**src/rtl/hri_pkg.sv**
```systemverilog
// ----------------------------------------------------------------------------
// hri_pkg: shared constants and types for the radical inverse core
// Widths of index, fraction, digit registers and the cell-row depth.
// ----------------------------------------------------------------------------
`default_nettype none
package hri_pkg;
	localparam int INDEX_BITS    = 31;
	localparam int FRACTION_BITS = 32;
	localparam int RADIX_BITS    = 8;
	localparam int MAX_DIGITS    = INDEX_BITS;
	localparam int DCNT_BITS     = $clog2(MAX_DIGITS + 1);
	localparam int BCNT_BITS     = $clog2(FRACTION_BITS + 1);

	typedef logic [INDEX_BITS-1:0]    index_t;
	typedef logic [FRACTION_BITS-1:0] frac_t;
	typedef logic [RADIX_BITS-1:0]    digit_t;

	// control from the sequencer to the digit row
	typedef struct packed {
		logic load;   // clear the row
		logic push;   // shift a new digit in at the head
		logic pop;    // shift the row toward the head, the head digit leaves
	} row_ctl_t;
endpackage
`default_nettype wire

```
**src/rtl/hri_cell.sv**
```systemverilog
// ----------------------------------------------------------------------------
// hri_cell: one digit slot of the digit row
// Holds one digit; takes the neighbor's digit on push or pop.
// ----------------------------------------------------------------------------
`default_nettype none
module hri_cell (
	input  wire logic            clk,
	input  wire hri_pkg::row_ctl_t ctl,
	input  wire hri_pkg::digit_t from_prev,
	input  wire hri_pkg::digit_t from_next,
	output hri_pkg::digit_t      digit
);
	import hri_pkg::*;
	digit_t digit_q;
	always_ff @(posedge clk) begin
		if (ctl.load) begin
			digit_q <= '0;
		end else if (ctl.push) begin
			digit_q <= from_prev;
		end else if (ctl.pop) begin
			digit_q <= from_next;
		end
	end
	assign digit = digit_q;
endmodule
`default_nettype wire

```
**src/rtl/hri_row.sv**
```systemverilog
// ----------------------------------------------------------------------------
// hri_row: chain of digit cells
// Cell 0 is the head: push shifts a digit in there (last digit pushed is the
// most significant), pop shifts the chain toward the head.
// ----------------------------------------------------------------------------
`default_nettype none
module hri_row (
	input  wire logic              clk,
	input  wire hri_pkg::row_ctl_t ctl,
	input  wire hri_pkg::digit_t   digit_in,
	output hri_pkg::digit_t        head
);
	import hri_pkg::*;
	digit_t d [MAX_DIGITS+1];
	assign d[MAX_DIGITS] = '0;
	for (genvar i = 0; i < MAX_DIGITS; i++) begin : g_cell
		hri_cell u_cell (
			.clk      (clk),
			.ctl      (ctl),
			.from_prev((i == 0) ? digit_in : d[(i == 0) ? 0 : i-1]),
			.from_next(d[i+1]),
			.digit    (d[i])
		);
	end
	assign head = d[0];
endmodule
`default_nettype wire

```
**src/rtl/halton_radical_inverse_core.sv**
```systemverilog
// ----------------------------------------------------------------------------
// halton_radical_inverse_core: van der Corput radical inverse, one dimension
// Mirrors the base-radix digits of seq_index about the radix point.
// ----------------------------------------------------------------------------
// One item at a time. The index is split into digits by a restoring
// divider, one quotient bit per cycle; the digits go into a row of cells.
// They are then folded back, most significant first, each by a 32-step
// restoring division acc' = (digit*2^32 + acc) / radix. Each digit is
// split off by the divider steps and a push, and folded by a pop and the
// divider steps; then the result is loaded and the next item accepted.
// Index 0 has no digits and goes straight to the load. Base 2 with 31
// digits is the worst case. The result sits in an output register; the
// next item is accepted while it waits, and a finished result is held in
// the core until that register is free. radix 0 or 1 acts as base 2. The
// user must write configuration only while idle; the core does not
// enforce it.
`default_nettype none
module halton_radical_inverse_core (
	input  wire logic                   clk,
	input  wire logic                   arst_n,
	input  wire logic                   cfg_we,
	input  wire logic [7:0]             cfg_wdata,
	input  wire logic                   in_valid,
	output logic                        in_ready,
	input  wire logic [30:0]            seq_index,
	output logic                        out_valid,
	input  wire logic                   out_ready,
	output logic [31:0]                 point_fraction
);
	import hri_pkg::*;

	typedef enum logic [2:0] {S_IDLE, S_DIV, S_DIGIT, S_FOLD, S_FSTEP} state_t;
	state_t state_q;

	digit_t   radix_q;
	digit_t   base;
	index_t   n_q;        // index being split, then quotient
	index_t   quo_q;
	digit_t   rem_q;      // divider remainder
	logic [RADIX_BITS:0] trial;
	logic [DCNT_BITS-1:0] dcnt_q;
	logic [BCNT_BITS-1:0] bcnt_q;
	frac_t    acc_q;
	frac_t    fq_q;
	row_ctl_t ctl;
	digit_t   head;
	logic     fold_done;

	assign base = (radix_q < 8'd2) ? 8'd2 : radix_q;

	// shared restoring step: trial of remainder with next bit
	logic next_bit;
	always_comb begin
		next_bit = (state_q == S_DIV) ? n_q[INDEX_BITS-1] : acc_q[FRACTION_BITS-1];
		trial    = {rem_q, next_bit};
	end
	logic     take;
	digit_t   rem_nx;
	assign take   = trial >= {1'b0, base};
	assign rem_nx = take ? RADIX_BITS'(trial - {1'b0, base}) : trial[RADIX_BITS-1:0];

	always_comb begin
		ctl      = '0;
		ctl.load = (state_q == S_IDLE) && in_valid;
		ctl.push = (state_q == S_DIGIT);
		ctl.pop  = (state_q == S_FOLD) && (dcnt_q != '0);
	end

	hri_row u_row (.clk(clk), .ctl(ctl), .digit_in(rem_q), .head(head));

	// last fold finished and the output register is free this cycle
	assign fold_done = (state_q == S_FOLD) && (dcnt_q == '0) && (!out_valid || out_ready);

	assign in_ready  = (state_q == S_IDLE);

	always_ff @(posedge clk or negedge arst_n) begin
		if (!arst_n) begin
			radix_q   <= 8'd2;
			state_q   <= S_IDLE;
			out_valid <= 1'b0;
			dcnt_q    <= '0;
			bcnt_q    <= '0;
		end else begin
			if (cfg_we) radix_q <= cfg_wdata;
			if (fold_done) begin
				out_valid <= 1'b1;
			end else if (out_ready) begin
				out_valid <= 1'b0;
			end
			unique case (state_q)
				S_IDLE: begin
					if (in_valid && in_ready) begin
						n_q    <= seq_index;
						dcnt_q <= '0;
						acc_q  <= '0;
						state_q <= (seq_index == '0) ? S_FOLD : S_DIV;
						rem_q  <= '0;
						bcnt_q <= '0;
					end
				end
				S_DIV: begin
					rem_q  <= rem_nx;
					quo_q  <= {quo_q[INDEX_BITS-2:0], take};
					n_q    <= {n_q[INDEX_BITS-2:0], 1'b0};
					bcnt_q <= bcnt_q + 1'b1;
					if (bcnt_q == BCNT_BITS'(INDEX_BITS - 1)) state_q <= S_DIGIT;
				end
				S_DIGIT: begin
					// remainder is the digit, pushed into the row this cycle
					dcnt_q <= dcnt_q + 1'b1;
					n_q    <= quo_q;
					rem_q  <= '0;
					bcnt_q <= '0;
					state_q <= (quo_q == '0) ? S_FOLD : S_DIV;
				end
				S_FOLD: begin
					if (dcnt_q == '0) begin
						// wait here while an earlier result is still unread
						if (fold_done) begin
							point_fraction <= acc_q;
							state_q        <= S_IDLE;
						end
					end else begin
						rem_q  <= head;
						dcnt_q <= dcnt_q - 1'b1;
						bcnt_q <= '0;
						state_q <= S_FSTEP;
					end
				end
				S_FSTEP: begin
					rem_q  <= rem_nx;
					fq_q   <= {fq_q[FRACTION_BITS-2:0], take};
					bcnt_q <= bcnt_q + 1'b1;
					if (bcnt_q == BCNT_BITS'(FRACTION_BITS - 1)) begin
						acc_q   <= {fq_q[FRACTION_BITS-2:0], take};
						state_q <= S_FOLD;
					end else begin
						acc_q   <= {acc_q[FRACTION_BITS-2:0], 1'b0};
					end
				end
				default: state_q <= S_IDLE;
			endcase
		end
	end

	a_no_accept_busy: assert property (@(posedge clk) disable iff (!arst_n)
		(state_q != S_IDLE) |-> !in_ready) else $error("accept while busy");
	a_digits_bound: assert property (@(posedge clk) disable iff (!arst_n)
		dcnt_q <= DCNT_BITS'(MAX_DIGITS)) else $error("digit count overflow");
	a_out_hold: assert property (@(posedge clk) disable iff (!arst_n)
		(out_valid && !out_ready) |=> (out_valid && $stable(point_fraction)))
		else $error("result dropped");
endmodule
`default_nettype wire

```
**config.mk**
```make
export PLATFORM = sky130hd
export DESIGN_NAME = halton_radical_inverse_core
export DESIGN_NICKNAME = d
export VERILOG_FILES = /design/src/rtl/hri_pkg.sv /design/src/rtl/hri_cell.sv /design/src/rtl/hri_row.sv /design/src/rtl/halton_radical_inverse_core.sv
export SDC_FILE = /design/constraint.sdc
export NUM_CORES = 1
export LEC_CHECK = 0
export BUFFER_PORTS_ARGS = -buffer_cell sky130_fd_sc_hd__buf_2
export CORE_ASPECT_RATIO = 0.5
export CORE_MARGIN = 3
export CORE_UTILIZATION = 60
export CTS_CLUSTER_SIZE = 20
export DETAILED_ROUTE_END_ITERATION = 16
export GPL_ROUTABILITY_DRIVEN = 0
export GPL_TIMING_DRIVEN = 1
export MAX_ROUTING_LAYER = met4
export PLACE_DENSITY = 0.78
export SYNTH_ARGS = -nofsm -noshare
export SYNTH_HDL_FRONTEND = slang
export SYNTH_SLANG_ARGS = --single-unit
```
**constraint.sdc**
```tcl
create_clock -name clk -period 10.15 [get_ports clk]
set_input_delay 2.5375 -clock clk [delete_from_list [all_inputs] [get_ports clk]]
set_output_delay 2.5375 -clock clk [all_outputs]
set_load 0.005 [all_outputs]
```
=== Yosys cells after proc, flatten, opt, wreduce, memory -nomap -nowiden ===
Index checks and enable logic that the tools add are counted.

* Flip-flop bits (word level): 436
* Bits of input ports: 44
* Output and inout bits: 34
* Word-level logic and storage cells: 175

* Add/subtract/negate cells: 4
* $lt $le $gt $ge: 2
* Equal/unequal tests: 11
* Mux-type cells: 89
* Reduce and logical (&&, ||, !) cells: 27

{| class="wikitable"
|+ Operator list
! kind !! number
|-
| $mux 8 || 66
|-
| $pmux 31 s3 || 1
|-
| $mux 32 || 2
|-
| $pmux 32 s2 || 1
|-
| $logic_not 31->1 || 2
|-
| $pmux 8 s4 || 1
|-
| $mux 31 || 1
|-
| $pmux 6 s4 || 1
|-
| $mux 3 || 5
|-
| $pmux 3 s5 || 1
|-
| $pmux 5 s3 || 1
|-
| $eq 6x5->1 const B || 2
|-
| $mux 6 || 2
|-
| $reduce_and 3->1 || 4
|-
| $reduce_and 4->1 || 3
|-
| $mux 5 || 2
|-
| $ge 9x8->1 || 1
|-
| $lt 8x2->1 const B || 1
|-
| $sub 8x8->8 || 1
|-
| $add 6x1->6 const B || 1
|-
| $eq 3x2->1 const B || 2
|-
| $reduce_bool 2->1 || 3
|-
| $reduce_bool 3->1 || 2
|-
| $add 5x1->5 const B || 1
|-
| other kinds (17) || 26
|}

=== Longest topological paths before layout ===
* Word-level depth: 6
* Mapped depth: 11
* Depth with buffers taken out: 11

=== Cells and area by module ===
Synthesis repeated with hierarchy kept, for this count alone.

* Cells, all modules: 1,699
* Area total of the unflattened synthesis: 19,326.0 um^2

{| class="wikitable"
|+ Modules (own cells, without submodules)
! module !! instances !! cells each !! area an instance (um^2) !! sequential area each (um^2)
|-
| hri_cell || 31 || 35 || 369.1 || 160.2
|-
| halton_radical_inverse_core || 1 || 613 || 7,880.1 || 5,531.6
|-
| hri_row || 1 || 1 || 3.8 || 0.0
|}

=== Worst setup path after synthesis ===
Ideal clock, no wire load.

* Path type: input -> register
* From: in arst_n
* To: reg n_q[0], enable pin
* Setup time: 0.587 ns
* Arrival time: 7.526 ns
* Required time: 9.563 ns
* Slack: 2.037 ns
* Cell stages on the path: 2
* Path buffers: 0
* Cells stage by stage: inv_1 -> a2111oi_0

* Cells in the longest elaborated chain, start to end: 1

{| class="wikitable"
|+ Ends and longest elaborated chain
! what !! RTL line !! source
|-
| from (decl) || halton_radical_inverse_core.sv:20 || <nowiki>input wire logic arst_n,</nowiki>
|-
| $reduce_and 3->1 (no line) || -- ||
|-
| to (signal assigned) || halton_radical_inverse_core.sv:93 || <nowiki>n_q <= seq_index;</nowiki>
|-
| to (signal assigned) || halton_radical_inverse_core.sv:104 || <nowiki>n_q <= {n_q[INDEX_BITS-2:0], 1'b0};</nowiki>
|-
| to (signal assigned) || halton_radical_inverse_core.sv:111 || <nowiki>n_q <= quo_q;</nowiki>
|-
| to (decl) || halton_radical_inverse_core.sv:37 || <nowiki>index_t n_q;</nowiki>
|}

Every way passes these cells.
A chain may end at the register's enable or synchronous reset.

=== Final worst setup path ===
* From: reg state_q[1]
* To: out in_ready

* Cells in the longest elaborated chain, start to end: 1

{| class="wikitable"
|+ Ends and longest elaborated chain
! what !! RTL line !! source
|-
| from (decl) || halton_radical_inverse_core.sv:33 || <nowiki>state_t state_q;</nowiki>
|-
| from (signal assigned) || halton_radical_inverse_core.sv:96 || <nowiki>state_q <= (seq_index == '0) ? S_FOLD : S_DIV;</nowiki>
|-
| from (signal assigned) || halton_radical_inverse_core.sv:114 || <nowiki>state_q <= (quo_q == '0) ? S_FOLD : S_DIV;</nowiki>
|-
| $logic_not 3->1 || halton_radical_inverse_core.sv:74 || <nowiki>assign in_ready = (state_q == S_IDLE);</nowiki>
|-
| to (decl) || halton_radical_inverse_core.sv:24 || <nowiki>output logic in_ready,</nowiki>
|}

Every way passes these cells.

==> metrics <==
status finished, final reports clean; CP Capture Point in_ready; Tmin final about 4700 ps; Tot GR Track Use 20.79%; Post-synth EDFFs 165; Reg area 10500 µm²; mapped cell area 19670 µm²; Longest Clk Path Bufs 3; Routed WL 35.56 mm; HPWL Detailed 21.03 mm; r2r setup slk 6450 ps; Worst Clk Skew 20.82 ps; Critical Path AT 2120 ps; Reg2Reg Capture Point u_row.g_cell[28].u_cell.digit[3]; fillcell total roughly 2300; Worst Reg-to-Reg Cells 6; slowest cell delay on critical path 770 ps; # DRC 0; async set-or-reset flop fraction in the synthesized netlist 5.275%; Slew Limit Fails 0; PD cells ~170 nW/µm²; Iter 0 DRT Violations 1006; multi-input logic area 8322 µm²; Post-Synthesis Cells 1730; first-pass GRT wire length 59.88 mm; Die W 262.0 µm; DRT Pass-1 Iters 7; Synth-to-Final Area Change 8.844%; fraction of layout cells with a size suffix above 1 roughly a fifth; # hold bufs at CTS 0; Final Util 66.89%; crit path max fanout 13; setup_tns 0 ps; Core Footprint around 32000 µm²; RSZ-0062 raised after global routing false; diode count 0; fmax ~210 MHz; Worst Path Class, Setup flip-flop to output pin; min-delay src acc_q[26]; Final Hold Viols 0; Yosys cell types 63; Setup WS post-layout 5491 ps; largest net degree at the start of global routing roughly 250; Row Count 46; Seq/Total Area, Yosys 53.38%; Max Cap Violations 0; Synth Flop Type dfxtp_1; Setup crit end kind output pin; worst-skew pair later-pin latency 550 ps; Worst Hold Class flip-flop to flip-flop; per-cell routed wire length 16.27 µm; global route overflow 0; Startpoint Class flip-flop; Max H-tree Level 2; max_slew headroom 18.21%; drt via density 5.923; register bit total from synthesis 436; reg2reg start dcnt_q[1]; initial antenna violation count 0; TritonCTS Buffers 40; post-route ant nets 0; Worst path slowest cell nor3_1; Mapped Avg Cell Area 11.37 µm²; Setup crit start state_q[1]; Worst Max-Slew Pin Slew around 1200 ps; CTS Root Buffer Type clkbuf_16; commonest non-fill, non-tap cell in the layout dfxtp_1; Critical Path, Cell by Cell nor3_1 > buf_2; Port Buf Inserts 77; clock sink total ~440; vias in the first global route 12310; Pleak 8.966 nW; most frequent cells in the layout dfxtp_1 (248), nor2_1 (244), mux2i_1 (231); yosys warns 0; Starting Density 61.45%; Final #Nets 1781; fin crit share 45.90%; pre-CTS WS 5397 ps; CP Data Required Time 7610 ps; syn nets 1789; Post-CTS Setup Inserts 0; Die Span Y 134.0 µm; Peak VDD IR between 90 and 100 µV; via total after detailed routing 12950; CTS tree built; IO Pins 78; clock transition at the registers of the reported paths ~70 ps; Setup-failing EPs final 0; die area 35120 µm²; Gates resized, CTS repair 0
==> where the power goes <==
| part | internal [mW] | leakage (nW) | switching, mW |
|---|---|---|---|
| Clock | 1.02 | 0.711 | 0.662 |
| Sequential | 1.84 | 3.86 | 0.0195 |
| Combinational | 0.0431 | 4.40 | 0.0529 |
==> synth_stat cells (3+ instances only) <==
cell | n | area, µm²
a21oi_1 | 59 | 295.3
buf_8 | 7 | 105.1
nand3_1 | 22 | 110.1
or4_1 | 3 | 22.52
a31oi_1 | 4 | 25.02
nor4_1 | 15 | 93.84
xor2_1 | 3 | 26.28
dfrtp_1 | 22 | 550.5
o311ai_0 | 3 | 26.28
nand2b_1 | 5 | 31.28
nor3_1 | 8 | 40.04
a211oi_2 | 169 | 2115
nand2_1 | 156 | 585.6
o21ai_0 | 24 | 120.1
inv_1 | 11 | 41.29
edfxtp_1 | 165 | 4955
nand4_1 | 6 | 37.54
clkbuf_1 | 82 | 307.8
buf_12 | 11 | 220.2
and2_1 | 5 | 31.28
a22oi_1 | 40 | 300.3
buf_2 | 27 | 135.1
a21o_1 | 3 | 22.52
mux2i_1 | 231 | 2312
mux2_2 | 3 | 33.78
o21a_1 | 4 | 30.03
ha_1 | 13 | 162.7
a41oi_1 | 3 | 26.28
dfxtp_1 | 248 | 4965
buf_4 | 7 | 52.55
buf_1 | 8 | 30.03
or2_2 | 3 | 18.77
o31ai_1 | 4 | 30.03
a22o_1 | 4 | 35.03
nor2_1 | 248 | 930.9
nor2b_1 | 7 | 43.79
xnor2_1 | 5 | 43.79
a211oi_1 | 63 | 473.0
==> flip-flops by register name (all words and copies together) (netlist names) <==
name / count
radix_q: 8
rem_q: 8
acc_q: 32
state_q: 3
quo_q: 31
u_row.g_cell.u_cell.digit: 248
out_valid: 1
bcnt_q: 6
point_fraction: 32
dcnt_q: 5
fq_q: 31
n_q: 31
==> layout make-up <==
class | instances | share of cell area (%)
Clock buffer | 48 | 5.010
Multi-Input combinational cell | 1139 | 38.88
Timing Repair Buffer | 93 | 2.479
Sequential cell | 436 | 49.04
Inverter | 12 | 0.2104
Clock inverter | 26 | 1.859
Tap cell | 432 | 2.525
==> how the worst min path moves through the flow <==
| stage | endpoint | slack, ps | cells after the start |
|---|---|---|---|
| 2_1_floorplan | point_fraction[31] | 430 | 0 |
| 3_3_place_gp | fq_q[30] | 430 | 0 |
| 3_5_place_dp | fq_q[30] | 430 | 0 |
| 4_1_cts | fq_q[30] | 450 | 0 |
| 5_1_grt | fq_q[4] | 470 | 0 |
| 6_report | point_fraction[26] | 450 | 0 |
==> critical path: cells and delay by family, from the launching register on <==
family                 cells  cell delay, ps
buffers and inverters      1             240
flip-flops                 1             550
AND/OR/NAND/NOR            1             770
==> metrics by stage <==
step | area [µm²] | cells | hold slack [ps] | total power [mW]
final | 21400 | 2186 | 445.9 | 3.632
after global routing | 21400 | 2186 | 466.0 | 3.749
after CTS | 21400 | 2186 | 448.2 | 3.664
after detailed placement | 19930 | 2112 | 431.3 | 1.990
after global placement | 19930 | 2112 | 429.7 | 1.982
after floorplan | 19670 | 1730 | 425.7 | 1.954
==> cell families after synthesis <==
kind of cell | share of synthesized area (%)
fa+ha+maj | 1.031
buf+inv | 4.613
mux | 11.93
flops | 53.38
simple gates | 10.22
compound gates | 18.47
xor+xnor | 0.3563
==> routing by layer <==
layer / part of all wire, % / global-route usage, % / wire, µm
met1: 47 / 28.07 / 16600
met2: 46 / 32.46 / 16440
met3: 5.1 / 4.018 / 1815
met4: 2.0 / 5.562 / 707
met5: 0 / - / 0
Note: power is estimated with default switching activity, not from simulation.
